### config.mk
export PLATFORM = sky130hd
export DESIGN_NAME = battery_level_block_averager
export DESIGN_NICKNAME = d
export VERILOG_FILES = /design/src/design/blba_pkg.sv /design/src/design/blba_front.sv /design/src/design/blba_back.sv /design/src/design/battery_level_block_averager.sv
export SDC_FILE = /design/constraint.sdc
export NUM_CORES = 2
export LEC_CHECK = 0
export BUFFER_PORTS_ARGS = -buffer_cell sky130_fd_sc_hd__buf_2
export CAP_MARGIN = 20
export CORE_MARGIN = 2
export CORE_UTILIZATION = 35
export DETAILED_ROUTE_END_ITERATION = 7
export GPL_ROUTABILITY_DRIVEN = 0
export HOLD_SLACK_MARGIN = 0.03
export PLACE_DENSITY = 0.6
export SKIP_LAST_GASP = 1
export SLEW_MARGIN = 15
export SYNTH_ARGS = -nofsm -noshare
export SYNTH_HDL_FRONTEND = slang
export SYNTH_SLANG_ARGS = --single-unit
### constraint.sdc
create_clock -name i_clk -period 8.5 [get_ports i_clk]
set_clock_uncertainty 0.1 [all_clocks]
set_input_delay 0.425 -clock i_clk [delete_from_list [all_inputs] [get_ports i_clk]]
set_output_delay 0.425 -clock i_clk [all_outputs]
set_load 0.02 [all_outputs]
### src/design/blba_pkg.sv
// Package for the battery level block averager: widths, register indexes,
// payload structs and the back-end state type. No dependencies.
`timescale 1ns / 1ps

package blba_pkg;

    localparam int SAMPLE_BITS = 12;
    localparam int COUNT_BITS  = 10;
    localparam int MV_W        = 12;
    localparam int PCT_W       = 7;
    localparam int SUM_W       = SAMPLE_BITS + COUNT_BITS;
    localparam int PROD_W      = MV_W + COUNT_BITS;
    localparam int NUM_W       = PROD_W + SAMPLE_BITS;
    localparam int REM_W       = NUM_W + PCT_W;
    localparam int K_W         = 3;

    localparam int ADDR_W = 4;
    localparam int DATA_W = 32;

    localparam logic [MV_W-1:0]  MV_FULL   = MV_W'(3600);
    localparam logic [PCT_W-1:0] PCT_SCALE = PCT_W'(100);
    localparam logic [PCT_W-1:0] PCT_FULL  = PCT_W'(100);
    localparam logic [PCT_W-1:0] PCT_CAP   = PCT_W'(99);
    localparam logic [PCT_W-1:0] PCT_ZERO  = PCT_W'(0);
    localparam logic [K_W-1:0]   K_FIRST   = K_W'(PCT_W - 1);

    localparam int Q_DEPTH = 2;
    localparam int Q_PTR_W = 1;
    localparam int Q_CNT_W = 2;

    localparam logic [1:0] REG_BLOCK_SAMPLES = 2'd0;
    localparam logic [1:0] REG_CUTOFF_MV     = 2'd1;
    localparam logic [1:0] REG_NOMINAL_MV    = 2'd2;

    localparam logic [COUNT_BITS-1:0] BLOCK_SAMPLES_RST = COUNT_BITS'(16);
    localparam logic [MV_W-1:0]       CUTOFF_MV_RST     = MV_W'(2200);
    localparam logic [MV_W-1:0]       NOMINAL_MV_RST    = MV_W'(3000);

    typedef struct packed {
        logic [SAMPLE_BITS-1:0] batt_code;
        logic [SAMPLE_BITS-1:0] supply_code;
    } t_in_item;

    typedef struct packed {
        logic [MV_W-1:0]  batt_mv;
        logic [MV_W-1:0]  supply_mv;
        logic [PCT_W-1:0] batt_percent;
        logic             supply_good;
        logic             block_done;
        logic             report_valid;
    } t_out_item;

    typedef struct packed {
        logic [SAMPLE_BITS-1:0] batt_code;
        logic [MV_W-1:0]        batt_mv;
        logic [MV_W-1:0]        supply_mv;
    } t_q_entry;

    typedef struct packed {
        logic [COUNT_BITS-1:0] block_samples;
        logic [MV_W-1:0]       cutoff_mv;
        logic [MV_W-1:0]       nominal_mv;
    } t_cfg;

    typedef enum logic [2:0] {
        S_IDLE,
        S_MUL,
        S_CMP,
        S_SCALE,
        S_DIV,
        S_OUT
    } t_back_state;

endpackage

### src/design/blba_front.sv
// Front end: accepts sample beats, converts both codes to millivolts and
// holds them in a two-entry queue for the back end. Depends on blba_pkg.
`timescale 1ns / 1ps

module blba_front (
    input  logic                i_clk,
    input  logic                i_rst_n,
    input  logic                push,
    output logic                full,
    input  blba_pkg::t_in_item  i_data,
    input  logic                i_q_pop,
    output logic                o_q_empty,
    output blba_pkg::t_q_entry  o_q_head
);
    import blba_pkg::*;

    t_q_entry             r_mem [Q_DEPTH];
    logic [Q_PTR_W-1:0]   r_wptr;
    logic [Q_PTR_W-1:0]   r_rptr;
    logic [Q_CNT_W-1:0]   r_cnt;
    logic                 push_ok;
    logic                 pop_ok;
    logic [SAMPLE_BITS+MV_W-1:0] batt_prod;
    logic [SAMPLE_BITS+MV_W-1:0] supply_prod;
    t_q_entry             new_entry;

    assign full      = (r_cnt == Q_CNT_W'(Q_DEPTH));
    assign o_q_empty = (r_cnt == '0);
    assign push_ok   = push && !full;
    assign pop_ok    = i_q_pop && !o_q_empty;
    assign o_q_head  = r_mem[r_rptr];

    // mV = code * 3600 / 2^SAMPLE_BITS, truncated
    assign batt_prod   = (SAMPLE_BITS+MV_W)'(i_data.batt_code) * (SAMPLE_BITS+MV_W)'(MV_FULL);
    assign supply_prod = (SAMPLE_BITS+MV_W)'(i_data.supply_code) * (SAMPLE_BITS+MV_W)'(MV_FULL);

    always_comb begin
        new_entry.batt_code = i_data.batt_code;
        new_entry.batt_mv   = batt_prod[SAMPLE_BITS +: MV_W];
        new_entry.supply_mv = supply_prod[SAMPLE_BITS +: MV_W];
    end

    always_ff @(posedge i_clk) begin
        if (!i_rst_n) begin
            r_wptr <= '0;
            r_rptr <= '0;
            r_cnt  <= '0;
        end else begin
            if (push_ok) begin
                r_wptr <= r_wptr + Q_PTR_W'(1);
            end
            if (pop_ok) begin
                r_rptr <= r_rptr + Q_PTR_W'(1);
            end
            r_cnt <= r_cnt + Q_CNT_W'(push_ok) - Q_CNT_W'(pop_ok);
        end
    end

    always_ff @(posedge i_clk) begin
        if (push_ok) begin
            r_mem[r_wptr] <= new_entry;
        end
    end

endmodule

### src/design/blba_back.sv
// Back end: block accumulator, exact end-of-block compare, seven-step
// restoring divider for the percentage, and the result register. Depends on blba_pkg.
`timescale 1ns / 1ps

module blba_back (
    input  logic                i_clk,
    input  logic                i_rst_n,
    input  blba_pkg::t_cfg      i_cfg,
    input  logic                i_q_empty,
    input  blba_pkg::t_q_entry  i_q_head,
    output logic                o_q_pop,
    output logic                empty,
    input  logic                pop,
    output blba_pkg::t_out_item o_data
);
    import blba_pkg::*;

    t_back_state            r_state;
    t_back_state            n_state;
    logic [COUNT_BITS-1:0]  r_count;
    logic [SUM_W-1:0]       r_sum;
    logic                   r_startup;
    logic                   r_ok;
    logic [PCT_W-1:0]       r_pct;
    t_q_entry               r_entry;
    logic [NUM_W-1:0]       r_num;
    logic [PROD_W-1:0]      r_cn;
    logic [PROD_W-1:0]      r_nn;
    logic [PROD_W-1:0]      r_dn;
    logic [REM_W-1:0]       r_rem;
    logic [NUM_W-1:0]       r_div;
    logic [PCT_W-1:0]       r_quo;
    logic [K_W-1:0]         r_k;
    t_out_item              r_res;

    logic [COUNT_BITS-1:0]  blk_n;
    logic [COUNT_BITS-1:0]  cnt_inc;
    logic [SUM_W-1:0]       sum_add;
    logic                   close;
    logic [NUM_W-1:0]       cut_s;
    logic [NUM_W-1:0]       nom_s;
    logic                   gt_cut;
    logic                   ge_nom;
    logic [REM_W-1:0]       div_sh;
    logic [REM_W:0]         trial;
    logic                   trial_ok;
    logic [PCT_W-1:0]       quo_next;
    logic                   fin;
    logic [PCT_W-1:0]       fin_pct;
    logic                   fin_ok;

    assign blk_n   = (i_cfg.block_samples == '0) ? COUNT_BITS'(1) : i_cfg.block_samples;
    assign cnt_inc = r_count + COUNT_BITS'(1);
    assign sum_add = r_sum + SUM_W'(i_q_head.batt_code);
    assign close   = (cnt_inc >= blk_n) || (cnt_inc == '0);

    assign cut_s  = {r_cn, {SAMPLE_BITS{1'b0}}};
    assign nom_s  = {r_nn, {SAMPLE_BITS{1'b0}}};
    assign gt_cut = (r_num > cut_s);
    assign ge_nom = (r_num >= nom_s);

    assign div_sh   = REM_W'(r_div) << r_k;
    assign trial    = {1'b0, r_rem} - {1'b0, div_sh};
    assign trial_ok = !trial[REM_W];
    assign quo_next = trial_ok ? (r_quo | (PCT_W'(1) << r_k)) : r_quo;

    always_comb begin
        fin     = 1'b0;
        fin_pct = PCT_ZERO;
        fin_ok  = r_ok;
        unique case (r_state)
            S_CMP: begin
                fin_ok = gt_cut;
                if (ge_nom) begin
                    fin     = 1'b1;
                    fin_pct = PCT_FULL;
                end else if (!gt_cut) begin
                    fin     = 1'b1;
                    fin_pct = PCT_ZERO;
                end
            end
            S_DIV: begin
                fin     = (r_k == '0);
                fin_pct = (quo_next >= PCT_FULL) ? PCT_CAP : quo_next;
            end
            default: begin
                fin = 1'b0;
            end
        endcase
    end

    always_comb begin
        n_state = r_state;
        unique case (r_state)
            S_IDLE: begin
                if (!i_q_empty) begin
                    n_state = close ? S_MUL : S_OUT;
                end
            end
            S_MUL:   n_state = S_CMP;
            S_CMP:   n_state = fin ? S_OUT : S_SCALE;
            S_SCALE: n_state = S_DIV;
            S_DIV:   n_state = fin ? S_OUT : S_DIV;
            S_OUT: begin
                if (pop) begin
                    n_state = S_IDLE;
                end
            end
            default: n_state = S_IDLE;
        endcase
    end

    always_comb begin
        o_q_pop = (r_state == S_IDLE) && !i_q_empty;
        empty   = (r_state != S_OUT);
        o_data  = r_res;
    end

    always_ff @(posedge i_clk) begin
        if (!i_rst_n) begin
            r_state   <= S_IDLE;
            r_count   <= '0;
            r_sum     <= '0;
            r_startup <= 1'b1;
            r_ok      <= 1'b0;
            r_pct     <= '0;
        end else begin
            r_state <= n_state;
            if (o_q_pop) begin
                r_sum   <= sum_add;
                r_count <= cnt_inc;
            end
            if (r_state == S_CMP) begin
                r_ok <= gt_cut;
            end
            if (fin) begin
                r_pct     <= fin_pct;
                r_startup <= 1'b0;
                r_sum     <= '0;
                r_count   <= '0;
            end
        end
    end

    always_ff @(posedge i_clk) begin
        unique case (r_state)
            S_IDLE: begin
                if (!i_q_empty) begin
                    r_entry            <= i_q_head;
                    r_res.batt_mv      <= i_q_head.batt_mv;
                    r_res.supply_mv    <= i_q_head.supply_mv;
                    r_res.batt_percent <= r_pct;
                    r_res.supply_good  <= r_ok;
                    r_res.block_done   <= 1'b0;
                    r_res.report_valid <= !r_startup;
                end
            end
            S_MUL: begin
                r_num <= NUM_W'(r_sum) * NUM_W'(MV_FULL);
                r_cn  <= PROD_W'(i_cfg.cutoff_mv) * PROD_W'(blk_n);
                r_nn  <= PROD_W'(i_cfg.nominal_mv) * PROD_W'(blk_n);
                r_dn  <= PROD_W'(i_cfg.nominal_mv - i_cfg.cutoff_mv) * PROD_W'(blk_n);
            end
            S_CMP: begin
                r_rem <= REM_W'(r_num - cut_s);
            end
            S_SCALE: begin
                r_rem <= REM_W'(r_rem[NUM_W-1:0]) * REM_W'(PCT_SCALE);
                r_div <= {r_dn, {SAMPLE_BITS{1'b0}}};
                r_quo <= '0;
                r_k   <= K_FIRST;
            end
            S_DIV: begin
                if (trial_ok) begin
                    r_rem <= trial[REM_W-1:0];
                end
                r_quo <= quo_next;
                r_k   <= r_k - K_W'(1);
            end
            S_OUT: begin
            end
            default: begin
            end
        endcase
        if (fin) begin
            r_res.batt_mv      <= r_entry.batt_mv;
            r_res.supply_mv    <= r_entry.supply_mv;
            r_res.batt_percent <= fin_pct;
            r_res.supply_good  <= fin_ok;
            r_res.block_done   <= 1'b1;
            r_res.report_valid <= 1'b1;
        end
    end

    a_one_result: assert property (@(posedge i_clk) disable iff (!i_rst_n)
        (!empty && pop) |=> empty)
        else $error("result beat delivered twice");

    a_done_reports: assert property (@(posedge i_clk) disable iff (!i_rst_n)
        (!empty && o_data.block_done) |-> o_data.report_valid)
        else $error("closed block without report_valid");

    a_pct_range: assert property (@(posedge i_clk) disable iff (!i_rst_n)
        !empty |-> (o_data.batt_percent <= PCT_FULL))
        else $error("percent above full");

    a_quo_range: assert property (@(posedge i_clk) disable iff (!i_rst_n)
        (r_state == S_DIV) |-> (r_quo < PCT_FULL))
        else $error("divider quotient out of range");

    a_pop_idle: assert property (@(posedge i_clk) disable iff (!i_rst_n)
        o_q_pop |=> (r_state == S_OUT || r_state == S_MUL))
        else $error("queue beat taken outside idle");

endmodule

### src/design/battery_level_block_averager.sv
// Top level of the battery level block averager: configuration registers
// on the APB-style port, front end and back end. Depends on blba_pkg, blba_front, blba_back.
`timescale 1ns / 1ps

// Each beat pushed is one conversion pair and gives exactly one result beat
// with both voltages in mV and the level from the last closed block;
// report_valid rises with the first closed block. A sample that does not
// close a block goes from idle straight to the result state in the back end. A
// block-closing sample passes through the multiply and compare states, and, when the
// block average lies between cut-off and nominal, also through the scale step and the
// seven-step restoring divider that form the percentage. The front queue holds two
// beats, so pushes continue while a result waits to be popped. Registers: 0x0
// block_samples, 0x4 cutoff_mv, 0x8 nominal_mv; write them only while no beat is in flight.

module battery_level_block_averager (
    input  logic                          i_clk,
    input  logic                          i_rst_n,
    input  logic                          psel,
    input  logic                          penable,
    input  logic                          pwrite,
    input  logic [blba_pkg::ADDR_W-1:0]   paddr,
    input  logic [blba_pkg::DATA_W-1:0]   pwdata,
    output logic [blba_pkg::DATA_W-1:0]   prdata,
    output logic                          pready,
    input  logic                          push,
    output logic                          full,
    input  blba_pkg::t_in_item            i_data,
    output logic                          empty,
    input  logic                          pop,
    output blba_pkg::t_out_item           o_data
);
    import blba_pkg::*;

    t_cfg       r_cfg;
    logic [1:0] reg_idx;
    logic       wr_en;
    logic       q_pop;
    logic       q_empty;
    t_q_entry   q_head;

    assign pready  = 1'b1;
    assign reg_idx = paddr[3:2];
    assign wr_en   = psel && penable && pwrite && pready;

    always_ff @(posedge i_clk) begin
        if (!i_rst_n) begin
            r_cfg.block_samples <= BLOCK_SAMPLES_RST;
            r_cfg.cutoff_mv     <= CUTOFF_MV_RST;
            r_cfg.nominal_mv    <= NOMINAL_MV_RST;
        end else if (wr_en) begin
            unique case (reg_idx)
                REG_BLOCK_SAMPLES: r_cfg.block_samples <= pwdata[COUNT_BITS-1:0];
                REG_CUTOFF_MV:     r_cfg.cutoff_mv     <= pwdata[MV_W-1:0];
                REG_NOMINAL_MV:    r_cfg.nominal_mv    <= pwdata[MV_W-1:0];
                default: begin
                end
            endcase
        end
    end

    always_comb begin
        unique case (reg_idx)
            REG_BLOCK_SAMPLES: prdata = DATA_W'(r_cfg.block_samples);
            REG_CUTOFF_MV:     prdata = DATA_W'(r_cfg.cutoff_mv);
            REG_NOMINAL_MV:    prdata = DATA_W'(r_cfg.nominal_mv);
            default:           prdata = '0;
        endcase
    end

    blba_front u_front (
        .i_clk     (i_clk),
        .i_rst_n   (i_rst_n),
        .push      (push),
        .full      (full),
        .i_data    (i_data),
        .i_q_pop   (q_pop),
        .o_q_empty (q_empty),
        .o_q_head  (q_head)
    );

    blba_back u_back (
        .i_clk     (i_clk),
        .i_rst_n   (i_rst_n),
        .i_cfg     (r_cfg),
        .i_q_empty (q_empty),
        .i_q_head  (q_head),
        .o_q_pop   (q_pop),
        .empty     (empty),
        .pop       (pop),
        .o_data    (o_data)
    );

endmodule
==> run summary <==
Most used DFF post-synth -> edfxtp_1
Die Wd -> 342.1 um
Status -> finished clean
First-pass GRT wire length -> 154.8 mm
Post-synth top area share -> 22.29%
Drt wl/cell -> 16.61 um
Final Hold Slack -> 0.07581 ns
Count of cell types in the netlist -> 91
Number of global-route vias before repair -> 28980
Worst-margin pin slew -> 1.039 ns
Layout area overhead -> 10.59%
Register area share after synthesis -> 26.55%
Gate Count Post-Synth -> 4065
Finished Cell Area -> 44240 um2
H-tree Lvls -> 2
NumNets Final -> 5160
Placed cell area -> 42250 um2
CTS Buffer Depth -> 3
CTS root buf -> clkbuf_16
Worst hold-check path type -> in -> reg
Largest net degree at the start of global routing -> 58
Pleak -> 21.20 nW
Vias per Instance -> 4.964
Synth top area cells -> edfxtp_1 22%, fa_1 18%, ha_1 18%
IO Port Bufs -> 92
GR Overflow Total -> 0
Period utilization -> 92.91%
Fmax -> 126.6 MHz
Vias -> 28380
Critical Path Start Type -> flip-flop
CP max FO -> 10
CTS tree -> built
Slew headroom -> 30.72%
CTS Sinks -> 382
#FFs+latches synth -> 382
Setup CP Type -> reg -> reg
R2R Path Start -> r_cfg[13]
Hold buffers post-CTS -> 21
Inserted Clock Buffers -> 46
Rows -> 124
Power, Total -> 14.62 mW
Initial core utilization -> 35.13%
Die ar. -> 117000 um2
Total core area -> 113900 um2
Avg Inst Size Synth -> 9.841 um2
Initial antenna violation count -> 1
Share of layout cells above drive strength 1 -> 7.588%
Maximum VDD drop -> 0.0003456 V
Hold path startpoint -> i_data[20]
Multi-input logic area -> 26200 um2
Most frequent CP cell -> fa_1
R2r setup slk -> 0.60 ns
PwrDens -> 330.4 nW/um2
Post-route antenna net violation count -> 0
Fillers -> 11300
Slowest stage cell, crit path -> fa_1
Post-CTS Setup Bufs -> 0
Post-route DRC violation count -> 0
# setup viols final -> 0
DRT iter0 DRCs -> 1684
Drt pass-1 iters -> 6
Max-cap violations -> 0
Detailed Place HPWL -> 73.73 mm
Minimum clock period -> 7.897 ns
I/O pin cnt -> 136
Commonest cells in the synthesized netlist -> 693 x inv_1, 561 x ha_1, 393 x nand2_1, 366 x fa_1, 297 x edfxtp_1
Antenna Cells -> 0
Post-synth EDFFs -> 297
Ys async rst share -> 0%
Crit path DAT -> 8.14 ns
CP Data Required Time -> 8.74 ns
Setup crit start -> r_cfg[13]
Die height -> 342.1 um
Post-Route WL -> 94.94 mm
Ys Warns -> 0
Clock-pin slew on the worst setup and hold paths -> 0.07 ns
Area leader, netlist -> edfxtp_1
RSZ-0062 raised after global routing -> no
Endpoints failing hold -> 0
Final TNS setup -> 0 ns
Post-CTS resize count -> 0
CP peak stage delay -> 0.54 ns
GRT Util Overall -> 16.53%
Most frequent cell after synthesis -> inv_1
Reg area -> 10620 um2
CP Capture Type -> flip-flop
Synthesized area -> 40000 um2
Later-pin clock latency in the skew report -> 0.62 ns
Fin. max-slew vios -> 0
## per-layer routing
metal / track usage [%] / wire length (um) / vias up / part of all wire [%]
met2: 28.29 / 45270 / 542 / 48
li1: - / - / 13700 / -
met4: 5.199 / 3038 / 2 / 3.2
met1: 21.71 / 42330 / 13980 / 45
met3: 2.047 / 4294 / 153 / 4.5
met5: 0 / 7 / - / 0.0074
## power by group
group	leakage, nW	internal [mW]	switching [mW]
Combinational	16.9	3.71	5.37
Sequential	3.46	2.89	0.396
Clock	0.841	1.38	0.871
Total	21.2	7.98	6.64
## critical path: cells and delay by family, from the launching register on
family          cells  cell delay [ns]
xor+xnor            2             0.50
fa+ha+maj           7             3.18
buf+inv             5             0.53
compound gates     11             2.24
flops               1             0.31
simple gates        5             0.77
## sequential cells by signal, summed over array words and instances (netlist names), 2 cells and up, named ones only
register and flops:
u_back.r_sum 22, u_back.r_state 3, u_back.r_count 10, u_back.r_cn 22, u_front.r_cnt 2, u_back.r_quo 7
u_back.r_dn 22, u_back.r_pct 7, u_back.r_rem 41, u_back.r_entry 24, u_back.r_num 30, u_back.r_div 22
u_back.o_data 34, u_back.r_nn 22, u_back.r_k 3, u_front.r_mem 72, r_cfg 34
## through the flow
stage	setup slack, ns	util, %	cells
after CTS	0.6438	38.81	5712
after global routing	0.03627	38.85	5716
after floorplan	0.7885	-	4084
after detailed placement	0.6382	37.10	5605
after global placement	0.6383	37.08	5604
final	0.6028	38.85	5716
## placed cells by master (no fill, tap or decap), drive strengths merged, types with 13 or more instances in the layout
cell / instances
and3: 23
inv: 702
a31oi: 21
conb: 21
clkbuf: 56
fa: 366
o221ai: 14
and2: 99
a21boi: 31
nand3: 51
nand4: 18
buf: 151
o21ai: 111
nand2b: 35
a21o: 77
xnor2: 151
nor2: 213
o21bai: 22
nor3: 56
ha: 561
nor2b: 37
or3: 21
a22oi: 15
a21oi: 163
xor2: 69
edfxtp: 297
dfxtp: 85
clkinv: 21
dlygate4sd3: 21
mux2: 37
o21a: 36
mux4: 13
mux2i: 37
a211oi: 15
nand2: 395
a22o: 26
## final timing paths
kind	endpoint	cells after the start
min	u_front.r_mem[1][32]	1
max	u_back.r_dn[21]	30
max reg2reg	u_back.r_dn[21]	30
min reg2reg	u_back.r_div[33]	0
## layout make-up
cell class              count  area share, %
well taps                1512          4.276
clock inverters            31          1.151
repair buffers            173          2.596
multi-input cells        2859          59.23
flip-flops and latches    382          24.01
clock buffers              55          2.769
inverters                 704          5.973
## logic make-up after synthesis
logic type,count (synthesis),synth area share (%)
AND/OR/NAND/NOR,982,11.38
adder cells (fa/ha/maj),927,35.86
buffers and inverters,843,8.217
AO/OA/AOI/OAI,622,10.46
flip-flops,382,26.55
XOR/XNOR,220,4.817
multiplexers,87,2.699
other,2,0.01877
No activity file was read; power rests on OpenSTA's default activity.
